[config.mk]
export PLATFORM = sky130hd
export DESIGN_NAME = vrrb_ctrl
export DESIGN_NICKNAME = d
export VERILOG_FILES = /design/src/sv/vrrb_pkg.sv /design/src/sv/vrrb_ctrl.sv
export SDC_FILE = /design/constraint.sdc
export NUM_CORES = 1
export LEC_CHECK = 0
export BUFFER_PORTS_ARGS = -buffer_cell sky130_fd_sc_hd__buf_2
export CAP_MARGIN = 20
export CORE_AREA = 4 4 41 43
export DETAILED_ROUTE_END_ITERATION = 6
export DIE_AREA = 0 0 45 47
export PLACE_DENSITY = 0.77
export RECOVER_POWER = 100
export SLEW_MARGIN = 20
export SYNTH_ARGS = -nofsm -noshare
export SYNTH_HDL_FRONTEND = slang
export SYNTH_SLANG_ARGS = --single-unit
[constraint.sdc]
create_clock -name clk_i -period 3.4 [get_ports clk_i]
set_input_delay 0.34 -clock clk_i [delete_from_list [all_inputs] [get_ports clk_i]]
set_output_delay 0.34 -clock clk_i [all_outputs]
set_load 0.02 [all_outputs]
[src/sv/vrrb_pkg.sv]
`timescale 1ns / 1ps
// ----------------------------------------------------------------------------
// vrrb_pkg
// Shared types and constants of the variable-length record ring buffer.
// ----------------------------------------------------------------------------
package vrrb_pkg;

  localparam int unsigned DEPTH_WORDS_DEF = 4096;
  localparam int unsigned MAX_PAYLOAD_DEF = 62;

  localparam int unsigned LW          = 6;
  localparam int unsigned CW          = 12;
  localparam int unsigned STAMP_W     = 32;
  localparam int unsigned WORD_W      = 64;
  localparam int unsigned IN_TDATA_W  = 104;
  localparam int unsigned OUT_TDATA_W = 120;

  localparam logic [CW-1:0] COUNT_CAP = 12'd2048;
  localparam logic [WORD_W-1:0] MARK_WORD = 64'h8000_0000_0000_0000;

  typedef enum logic [1:0] {
    OP_WR_HDR  = 2'd0,
    OP_WR_WORD = 2'd1,
    OP_PEEK    = 2'd2,
    OP_POP     = 2'd3
  } op_e;

  typedef enum logic [2:0] {
    STAT_OK     = 3'd0,
    STAT_EMPTY  = 3'd1,
    STAT_SHORT  = 3'd2,
    STAT_WOPEN  = 3'd3,
    STAT_TOOBIG = 3'd4
  } status_e;

  typedef struct packed {
    logic    wr_hdr;
    logic    wr_beat;
    logic    rd_head;
    logic    rd_zero;
    logic    stat_set;
    status_e stat_code;
    logic    resp_load;
    logic    hdr_load;
    logic    pay_load;
    logic    at_zero;
    logic    pop;
  } cmd_t;

  typedef struct packed {
    logic count_zero;
    logic head_ok;
    logic head_wrap;
    logic zero_ok;
    logic len_zero;
    logic pay_last;
    logic out_free;
  } sts_t;

endpackage

[src/sv/vrrb_ctrl.sv]
`timescale 1ns / 1ps
// ----------------------------------------------------------------------------
// vrrb_ctrl
// Sequencer: takes input words, steps header lookup, wrap and payload readout.
// ----------------------------------------------------------------------------
module vrrb_ctrl import vrrb_pkg::*; (
  input  logic       clk_i,
  input  logic       rst_ni,
  input  logic       in_valid_i,
  output logic       in_ready_o,
  input  logic [1:0] opcode_i,
  input  sts_t       sts_i,
  output cmd_t       cmd_o
);

  typedef enum logic [4:0] {
    S_IDLE = 5'b00001,
    S_RESP = 5'b00010,
    S_HDR  = 5'b00100,
    S_WRAP = 5'b01000,
    S_PAY  = 5'b10000
  } state_e;

  state_e state_q, state_d;
  logic   pop_q, pop_d;

  always_comb begin
    cmd_o         = '0;
    cmd_o.pop     = pop_q;
    cmd_o.at_zero = (state_q == S_WRAP);
    state_d       = state_q;
    pop_d         = pop_q;
    in_ready_o    = (state_q == S_IDLE);
    unique case (state_q)
      S_IDLE: begin
        if (in_valid_i) begin
          unique case (op_e'(opcode_i))
            OP_WR_HDR: begin
              cmd_o.wr_hdr = 1'b1;
              state_d      = S_RESP;
            end
            OP_WR_WORD: begin
              cmd_o.wr_beat = 1'b1;
              state_d       = S_RESP;
            end
            OP_PEEK, OP_POP: begin
              pop_d = (op_e'(opcode_i) == OP_POP);
              if (sts_i.count_zero) begin
                cmd_o.stat_set  = 1'b1;
                cmd_o.stat_code = STAT_EMPTY;
                state_d         = S_RESP;
              end else begin
                cmd_o.rd_head = 1'b1;
                state_d       = S_HDR;
              end
            end
            default: state_d = S_IDLE;
          endcase
        end
      end
      S_RESP: begin
        if (sts_i.out_free) begin
          cmd_o.resp_load = 1'b1;
          state_d         = S_IDLE;
        end
      end
      S_HDR: begin
        priority if (sts_i.head_wrap) begin
          cmd_o.rd_zero = 1'b1;
          state_d       = S_WRAP;
        end else if (!sts_i.head_ok) begin
          cmd_o.stat_set  = 1'b1;
          cmd_o.stat_code = STAT_SHORT;
          state_d         = S_RESP;
        end else if (sts_i.out_free) begin
          cmd_o.hdr_load = 1'b1;
          state_d        = sts_i.len_zero ? S_IDLE : S_PAY;
        end
      end
      S_WRAP: begin
        priority if (!sts_i.zero_ok) begin
          cmd_o.stat_set  = 1'b1;
          cmd_o.stat_code = STAT_SHORT;
          state_d         = S_RESP;
        end else if (sts_i.out_free) begin
          cmd_o.hdr_load = 1'b1;
          state_d        = sts_i.len_zero ? S_IDLE : S_PAY;
        end
      end
      S_PAY: begin
        if (sts_i.out_free) begin
          cmd_o.pay_load = 1'b1;
          if (sts_i.pay_last) begin
            state_d = S_IDLE;
          end
        end
      end
      default: state_d = S_IDLE;
    endcase
  end

  always_ff @(posedge clk_i or negedge rst_ni) begin
    if (!rst_ni) begin
      state_q <= S_IDLE;
      pop_q   <= 1'b0;
    end else begin
      state_q <= state_d;
      pop_q   <= pop_d;
    end
  end

endmodule

# [Word-level counts from Yosys, hierarchy flattened]
# Cells that the tools add are included.
[word_totals] in_bits=12 register_bits=6 out_inout_bits=14
[op_classes] eq_ne=12 n_reduce_logical=5 n_mux=34
[op_table] op="2-to-1 mux 5 bit" count=9
[op_table] op="case mux 5 bit (5 select lines)" count=1
[op_table] op="2-to-1 mux 4 bit" count=6
[op_table] op="2-to-1 mux 1 bit" count=12
[op_table] op="case mux 4 bit (3 select lines)" count=1
[op_table] op="case mux 5 bit (2 select lines)" count=1
[op_table] op="2-to-1 mux 3 bit" count=3
[op_table] op="!= test 2 bit, second input constant" count=4
[op_table] op="== test 5 x 1 -> 1 bit, second input constant" count=1
[op_table] op="== test 5 x 2 -> 1 bit, second input constant" count=1
[op_table] op="== test 5 x 3 -> 1 bit, second input constant" count=1
[op_table] op="== test 5 x 4 -> 1 bit, second input constant" count=1
[op_table] op="== test 5 bit, second input constant" count=1
[op_table] op="== test 2 bit, second input constant" count=2
[op_table] op="AND reduction 4 bit" count=1
[op_table] op="OR reduction 2 bit" count=2
[op_table] op="AND reduction 3 bit" count=1
[op_table] op="== test 2 x 1 -> 1 bit, second input constant" count=1
[op_table] op="logical NOT 2 bit" count=1
[op_table] op="case mux 1 bit (2 select lines)" count=1

# [Logic depth before layout (Yosys ltp)]
# Gate-level depths: netlist of run 1.
[logic_depth] ltp_word=5 depth_mapped=6 mapped_depth_nobuf=4

# [Worst setup path after synthesis of run 1]
# No wires, ideal clock.
[synth_timing] kind="reg-to-output" startpoint="register state_q[3]" endpoint="output cmd_o[11] in the netlist's numbering" stages_incl_launch_ff=7 required_ns=3.060 setup_slack_ns=1.524 arrival_time_ns=1.536 path_cell_list="dfrtp_1 -> buf_6 -> nor2_1 -> and3_1 -> buf_4 -> nand2_1 -> nor3b_1"
[synth_rtl] item="start, declared" line="vrrb_ctrl.sv:24" rtl="state_e state_q, state_d;"
[synth_rtl] item="start signal, assigned" line="vrrb_ctrl.sv:107" rtl="state_q <= state_d;"
[synth_rtl] item="end, declared" line="vrrb_ctrl.sv:13" rtl="output cmd_t cmd_o"

==> impl_metrics.yaml, run 1 <==
status:
  outcome: "finished clean"
sta:
  final-setup-viol-count: 0
  fin_setup_tns_ns: 0
  rsz0062_at_grt: "false"
  fin_crit_sh_pct: 63.9
  min_period_ns: 2.17
  hold_viol: 0
  skew_ns: 0.0121
  fmax_ghz: 0.461
  finalMaxSlewViolations: 0
  hold_ws_ns: 0.341
synthesis:
  netlist_area_um2: 577
  synth.distinct_cells: 36
  async_flop_share_pct: 100
  yosysSeqAreaShare_pct: 26.2
  synth_edf_count: 0
  ys_seq_elements: 6
  yosysWarnings: 0
  synth_flop_cell: "dfrtp_1"
  syn_nets: 77
  syn_inst: 65
  syn-mean-instance-area_um2: 8.87
clock_network:
  clkTransAtPathRegs_ns: 0.06
  cts_buffers: 3
  clock-sinks: 6
  clockBufferDepth: 2
  clkLatencyLatePin_ns: 0.25
  cts_htree_levels: 1
  cts_tree: "yes"
  clockRootBuffer: "clkbuf_4"
  cts_resized: 0
finish:
  diodes: 0
  area.growth.synth_to_final_pct: 11.5
  drive_above_1_share_pct: 23.0
  nNetsFinal: 100
global_routing:
  grt_overflow: 0
  track_usage_pct: 13.8
  grt_pass1_vias: 469
  grt_pass1_wl_mm: 2.09
  grt_max_degree: 11
  antenna_found_initial: 0
floorplan:
  die_h_um: 47
  rows: 13
  start_util_pct: 44.3
  die_area_mm2: 0.00212
  core_mm2: 0.00130
  ios: 26
  fp.dieW_um: 45
setup_path:
  crit_type: "flip-flop to output port"
  critPathRequiredTime_ns: 3.06
  cp_max_fo: 10
  cp.arrival_ns: 1.83
  cp-start-kind: "flip-flop"
  r2r_slack_ns: 1.82
  endpoint_kind: "output port"
placed_design:
  gp_congestion: 0.805
  hpwl_mm: 1.02
  portBuffers: 24
route:
  avgViaCountPerCell: 5.22
  route.detailed.drc: 0
  firstDrtPassIters: 4
  ant_nets: 0
  drt_iter0_markers: 8
  totalWireLength_mm: 1.28
  wire_per_inst_um: 12.6
  vias: 532
hold_path:
  hold_class: "input pin to flip-flop"
run:
  drv_cap: 0
pwr:
  max-vdd-ir-drop_v: 0.000499
  power_density_mw_per_mm2: 656
  leakage_uw: 0.000265
==> power breakdown <==
group,internal [uW],switching [uW],total [uW]
combinational,81.1,138,219
clock,44.8,30.6,75.3
sequential,99.1,28.9,128
total,225,197,422
==> synth_stat cells, types with 2 or more instances <==
library cell  instances  area (um^2)
dfrtp_1               5          125
nand2_1               5         18.8
nor2_1                5         18.8
nor3_1                5         25.0
buf_4                 4         30.0
and3_1                3         18.8
inv_1                 3         11.3
a21oi_2               2         17.5
a31oi_1               2         12.5
buf_6                 2         22.5
nand3b_1              2         15.0
nor3b_1               2         15.0
o21ai_0               2         10.0
==> repair_timing <==
action / CTS / global route
setup buffers: 0 / 0
hold endpoints to repair: 5 / 0
hold buffers: 1 / 0
endpoints found under the setup margin: 0 / 0
==> flip-flops by register name, summed over array words and instances, names as in the netlist <==
name and flops:
pop_q 1, state_q 5
==> worst max-delay path: stages (launching register included) <==
cell	delay, ns
dfrtp_1	0.46
or4b_1	0.55
a21oi_4	0.19
o21bai_2	0.13
clkbuf_1	0.24
==> final timing paths <==
check	startpoint	endpoint	depth (start not counted)
max in group asynchronous	rst_ni	state_q[0]	2
min	opcode_i[0]	pop_q	2
min reg2reg	pop_q	pop_q	1
max reg2reg	state_q[3]	pop_q	4
max	state_q[3]	cmd_o[8]	4
min in group asynchronous	rst_ni	state_q[3]	2
==> layout by cell type (no fill, tap or decap), types with 3 or more instances in the layout <==
cell type  instances
dfrtp_1            5
nor2_1             5
nor3_1             5
clkbuf_4           3
and3_1             3
buf_2             10
clkbuf_1          15
nand2_1            5
inv_1              3
==> area by class of cell <==
class,instances,area (um^2)
Clock buffer,4,26.3
Sequential cell,6,151
Fill cell,136,658
Multi-Input combinational cell,49,323
Tap cell,15,18.8
Inverter,3,11.3
Timing Repair Buffer,25,113
==> cells by family after synthesis <==
| logic type | after synthesis | share of synthesized area (%) |
|---|---|---|
| AOI/OAI and AO/OA | 14 | 18.9 |
| muxes | 1 | 2.60 |
| and+or+nand+nor | 33 | 39.9 |
| buffers and inverters | 10 | 11.7 |
| DFF | 6 | 26.2 |
| other | 1 | 0.650 |
==> per-stage QoR <==
stage	setup slack [ns]	util (%)	instances	power [uW]	cell area [um^2]
after floorplan	1.52	-	65	345	577
after global placement	1.60	50.7	97	365	659
after detailed placement	1.58	50.7	97	367	659
after CTS	1.30	53.5	102	446	696
after global routing	1.10	49.4	102	456	643
final	1.23	49.4	102	422	643
==> per-layer routing <==
metal	global-route usage, %	share of wire (%)	wire length, um	up-vias
met1	18.7	48	617	240
met4	1.75	0	0	0
met3	4.98	8.0	103	0
met5	0	0	0	-
li1	-	-	-	272
met2	21.8	44	564	20
Power figures use the tool's default switching activity.
==> run 2, diff against run 1 <==
CORE_AREA = default   (was 4 4 41 43)
CORE_MARGIN = 4   (was default)
CORE_UTILIZATION = 40   (was default)
DIE_AREA = default   (was 0 0 45 47)
PLACE_DENSITY = 0.74   (was 0.77)
clock period = 1.9 ns   (was 3.4 ns; I/O delays follow)
==> run 2 against run 1 <==
  * Sequential cell count stayed put
  * Die area hardly changed
  * Routed wire length grew 7.6%
  * Sequential share of layout area down 3.2 points
  * Largest power group unchanged
  * Final cell count is 4.9% higher
  * Clock power increased by 85%
  * First-iteration DRC count is 50% higher
  * Worst hold slack got worse by 0.15 ns
  * Sequential power rose by 75%
  * Clock skew shrank 0.011 ns
  * Highest routed layer is now met4
  * Register-to-register slack lost 1.4 ns
==> impl_metrics.yaml, run 2 (synthesis results as in run 1) <==
status:
  outcome: "finished clean"
run:
  drv_cap: 0
pwr:
  switching_power_uw: 387
  pwr-share-comb_pct: 56.9
  power_density_mw_per_mm2: 1110
  max-vdd-ir-drop_v: 0.000521
  p_seq_share_pct: 26.6
  pwr-share-clk_pct: 16.5
  intPower_uw: 458
  leakage_uw: 0.000338
  switching_share_pct: 45.8
setup_path:
  cp_max_fo: 5
  cp-start-kind: "flip-flop"
  r2r_start: "state_q[2]"
  critPathRequiredTime_ns: 1.71
  r2r_slack_ns: 0.44
  cp.arrival_ns: 1.66
  endpoint_kind: "output port"
  crit_type: "flip-flop to output port"
  worstRegToRegCells: 5
  reg2reg_to: "pop_q"
route:
  firstDrtPassIters: 4
  route.detailed.drc: 0
  wire_per_inst_um: 12.9
  route.layer.met1.wl_um: 589
  totalWireLength_mm: 1.38
  wl_met3_um: 51
  ant_nets: 0
  drt_iter0_markers: 12
  routed.top_layer: "met4"
  avgViaCountPerCell: 5.37
  vias: 575
  dr_wl_met2_um: 726
clock_network:
  cts_tree: "yes"
  clock-sinks: 6
  cts_buffers: 3
  cts_htree_levels: 1
  clkTransAtPathRegs_ns: 0.06
  clkLatencyLatePin_ns: 0.25
  clockBufferDepth: 2
  clockRootBuffer: "clkbuf_4"
finish:
  drive_above_1_share_pct: 46.7
  fin_area_um2: 758
  nFillCells: 130
  final_cells: 107
  fin_util_pct: 56.8
  final_common_cell: "buf_2"
  most-common-layout-cells: "13 x buf_2, 7 x clkbuf_2"
  largest_register_ffs: 5
  largest_register: "state_q"
  area.growth.synth_to_final_pct: 31.5
  diodes: 0
  top_regs: "state_q: 5 flops, pop_q: 1 flops"
  nNetsFinal: 105
hold_path:
  hold_depth: 2
  worstHoldStart: "opcode_i[0]"
  hold_class: "input pin to flip-flop"
  hold_path_end: "pop_q"
sta:
  fin_setup_tns_ns: 0
  finalMaxSlewViolations: 0
  skew_ns: 0.00140
  min_period_ns: 1.85
  worst_slack_ns: 0.0493
  fmax_ghz: 0.540
  fin_crit_sh_pct: 97.4
  hold_viol: 0
  final-setup-viol-count: 0
global_routing:
  grt_pass1_wl_mm: 2.15
  grt_overflow: 0
  track_usage_pct: 13.8
  grt_pass1_vias: 509
  grt_max_degree: 11
  antenna_found_initial: 0
floorplan:
  ios: 26
  core_mm2: 0.00133
  die_h_um: 46.0
  fp.dieW_um: 46.0
  die_area_mm2: 0.00211
  rows: 13
  start_util_pct: 43.2
placed_design:
  dpl.cell_count: 97
  placed_cell_area_um2: 659
  portBuffers: 24
  hpwl_mm: 1.04
  gp_congestion: 0.835
  place_ws_ns: 0.212
==> run 2: cell type report <==
| type | count | area [um^2] | share of cell area (%) |
|---|---|---|---|
| multi-input cells | 49 | 378 | 49.8 |
| repair buffers | 30 | 170 | 22.4 |
| flip-flops and latches | 6 | 154 | 20.3 |
| clock buffers | 4 | 26.3 | 3.47 |
| well taps | 15 | 18.8 | 2.48 |
| inverters | 3 | 11.3 | 1.49 |
==> run 2: how the worst max path moves through the flow <==
stage,start,to,slack (ns)
2_1_floorplan,state_q[3],cmd_o[11],0.17
3_3_place_gp,state_q[3],cmd_o[8],0.26
3_5_place_dp,state_q[3],cmd_o[8],0.21
4_1_cts,state_q[1],cmd_o[8],0.004
5_1_grt,state_q[2],cmd_o[12],-0.006
6_report,state_q[2],cmd_o[8],0.05
==> run 2: power groups by stage <==
stage | clock (uW) | sequential (uW) | combinational [uW]
2_1_floorplan | 0 | 210 | 408
3_3_place_gp | 0 | 226 | 427
3_5_place_dp | 0 | 229 | 431
4_1_cts | 142 | 227 | 439
5_1_grt | 147 | 236 | 526
6_report | 139 | 224 | 481
==> run 2: what timing repair did <==
item	4_1_cts	5_1_grt
setup endpoints to repair	2	5
resized for setup	2	8
hold buffers	1	0
endpoints found under the hold margin	6	0
buffers inserted	3	2
==> run 2: through the flow <==
| step | power, uW | hold slack (ns) |
|---|---|---|
| 3_3_place_gp | 653 | 0.0274 |
| 5_1_grt | 909 | 0.192 |
| 4_1_cts | 807 | 0.184 |
| 3_5_place_dp | 661 | 0.0294 |
| 2_1_floorplan | 618 | -0.106 |
| 6_report | 845 | 0.191 |
==> run 2: per-layer routing <==
layer,vias to the layer above,track usage [%]
met5,-,0
met1,277,19.8
met4,0,6.82
li1,281,-
met2,15,21.2
met3,2,0
==> run 2: critical path, stage by stage (launching register included) <==
cell,delay [ns]
dfrtp_2,0.37
buf_6,0.11
or4b_4,0.47
a21oi_4,0.19
o21bai_4,0.14
buf_6,0.13
==> run 3, diff against run 2 <==
CAP_MARGIN = 25   (was 20)
REMOVE_ABC_BUFFERS = 1   (was default)
SETUP_SLACK_MARGIN = 0.15   (was default)
==> run 3 against run 2 <==
  * Global-route usage up 2.0 points
  * Sequential cell count is the same
  * Critical path type unchanged
  * Sequential share of layout area fell by 0.49 points
  * Largest power group unchanged
  * Via count is 1.2% lower
  * Register-to-register slack worse by 0.06 ns
  * Die area unchanged
  * Non-clock buffer count up 2
  * Fmax up 3.5%
  * Core utilization increased by 1.9 points
==> impl_metrics.yaml, run 3 (synthesis results as in run 1) <==
placed_design:
  hpwl_mm: 1.08
  gp_congestion: 0.760
  portBuffers: 24
  place_ws_ns: 0.215
floorplan:
  core_mm2: 0.00133
  ios: 26
  rows: 13
  start_util_pct: 43.2
  die_h_um: 46.0
  die_area_mm2: 0.00211
  fp.dieW_um: 46.0
finish:
  ff_latch_area_um2: 155
  nNetsFinal: 107
  top_regs: "state_q: 5 flops, pop_q: 1 flops"
  nFillCells: 133
  most-common-layout-cells: "11 x buf_2, 7 x clkbuf_1, 6 x buf_4"
  largest_register: "state_q"
  multiInputGateArea_um2: 384
  largest_register_ffs: 5
  area.growth.synth_to_final_pct: 35.8
  diodes: 0
  drive_above_1_share_pct: 48.9
  final_common_cell: "buf_2"
setup_path:
  cp-start-kind: "flip-flop"
  cp_max_fo: 5
  cp.arrival_ns: 1.60
  critPathRequiredTime_ns: 1.71
  worstRegToRegCells: 5
  endpoint_kind: "output port"
  crit_type: "flip-flop to output port"
  r2r_slack_ns: 0.38
route:
  drt_iter0_markers: 14
  ant_nets: 0
  wire_per_inst_um: 13.7
  route.detailed.drc: 0
  totalWireLength_mm: 1.50
  avgViaCountPerCell: 5.21
  firstDrtPassIters: 4
  vias: 568
sta:
  worst_slack_ns: 0.111
  hold_viol: 0
  fin_setup_tns_ns: 0
  rsz0062_at_grt: "true"
  fmax_ghz: 0.559
  min_period_ns: 1.79
  skew_ns: 0.00560
  final-setup-viol-count: 0
  finalMaxSlewViolations: 0
  fin_crit_sh_pct: 94.1
clock_network:
  cts_tree: "yes"
  cts_buffers: 3
  cts_htree_levels: 1
  clockBufferDepth: 2
  clkLatencyLatePin_ns: 0.25
  clockRootBuffer: "clkbuf_4"
  clkTransAtPathRegs_ns: 0.05
  clock-sinks: 6
hold_path:
  hold_depth: 2
  hold_class: "input pin to flip-flop"
global_routing:
  grt_max_degree: 11
  grt_overflow: 0
  grt_pass1_wl_mm: 2.32
  antenna_found_initial: 0
  track_usage_pct: 15.8
  grt_pass1_vias: 543
run:
  drv_cap: 0
pwr:
  max-vdd-ir-drop_v: 0.000670
  power_uw: 864
  power_density_mw_per_mm2: 1100
  leakage_uw: 0.000342
status:
  outcome: "finished clean"
## run 3: cell count changes in the layout (fill, tap and decap cells not counted), sizes merged
| cell | change |
|---|---|
| clkbuf | +1 |
| buf | +1 |
## run 3: metal layers
metal  up-vias  wire, um  track usage [%]  part of all wire [%]
met4         0        20             3.41                   1.3
met5         -         0                0                     0
met1       260       603             19.4                    40
met3         2        79             6.32                   5.3
li1        286         -                -                     -
met2        20       794             25.5                    53
## run 3: what timing repair did
action / CTS / global route
endpoints found under the setup margin: 9 / 10
gates resized for setup: 9 / 7
endpoints found under the hold margin: 6 / 0
setup buffers: 5 / 2
pin swaps: 2 / 0
hold buffers: 1 / 0
## run 3: power by group
part           internal [uW]  switching, uW
Combinational            212            283
Clock                   79.9           51.0
Sequential               180           57.6
## run 3: final timing paths
| check | start | to |
|---|---|---|
| worst max-delay path | state_q[2] | cmd_o[8] |
| worst min-delay path | opcode_i[0] | pop_q |
| worst max register to register | state_q[1] | state_q[4] |
| worst min register to register | pop_q | pop_q |
| max in group asynchronous | rst_ni | state_q[0] |
| min in group asynchronous | rst_ni | state_q[4] |
## run 3: worst max-delay path, stage by stage, from the launching register on
cell	delay (ns)
dfrtp_2	0.42
or3b_2	0.48
a21oi_4	0.18
o21bai_2	0.14
buf_6	0.13
## run 3: final cells by class
type	count	share of cell area (%)
Timing Repair Buffer	32	24.0
Clock buffer	4	3.35
Inverter	3	1.44
Multi-Input combinational cell	49	49.0
Tap cell	15	2.40
Sequential cell	6	19.8
## run 3: stage by stage
stage | util (%) | cells | hold slack [ns] | instance area [um^2]
2_1_floorplan | - | 58 | -0.106 | 520
3_3_place_gp | 49.4 | 97 | 0.0204 | 659
3_5_place_dp | 49.4 | 97 | 0.0243 | 659
4_1_cts | 56.8 | 107 | 0.217 | 757
5_1_grt | 58.7 | 109 | 0.224 | 783
6_report | 58.7 | 109 | 0.217 | 783
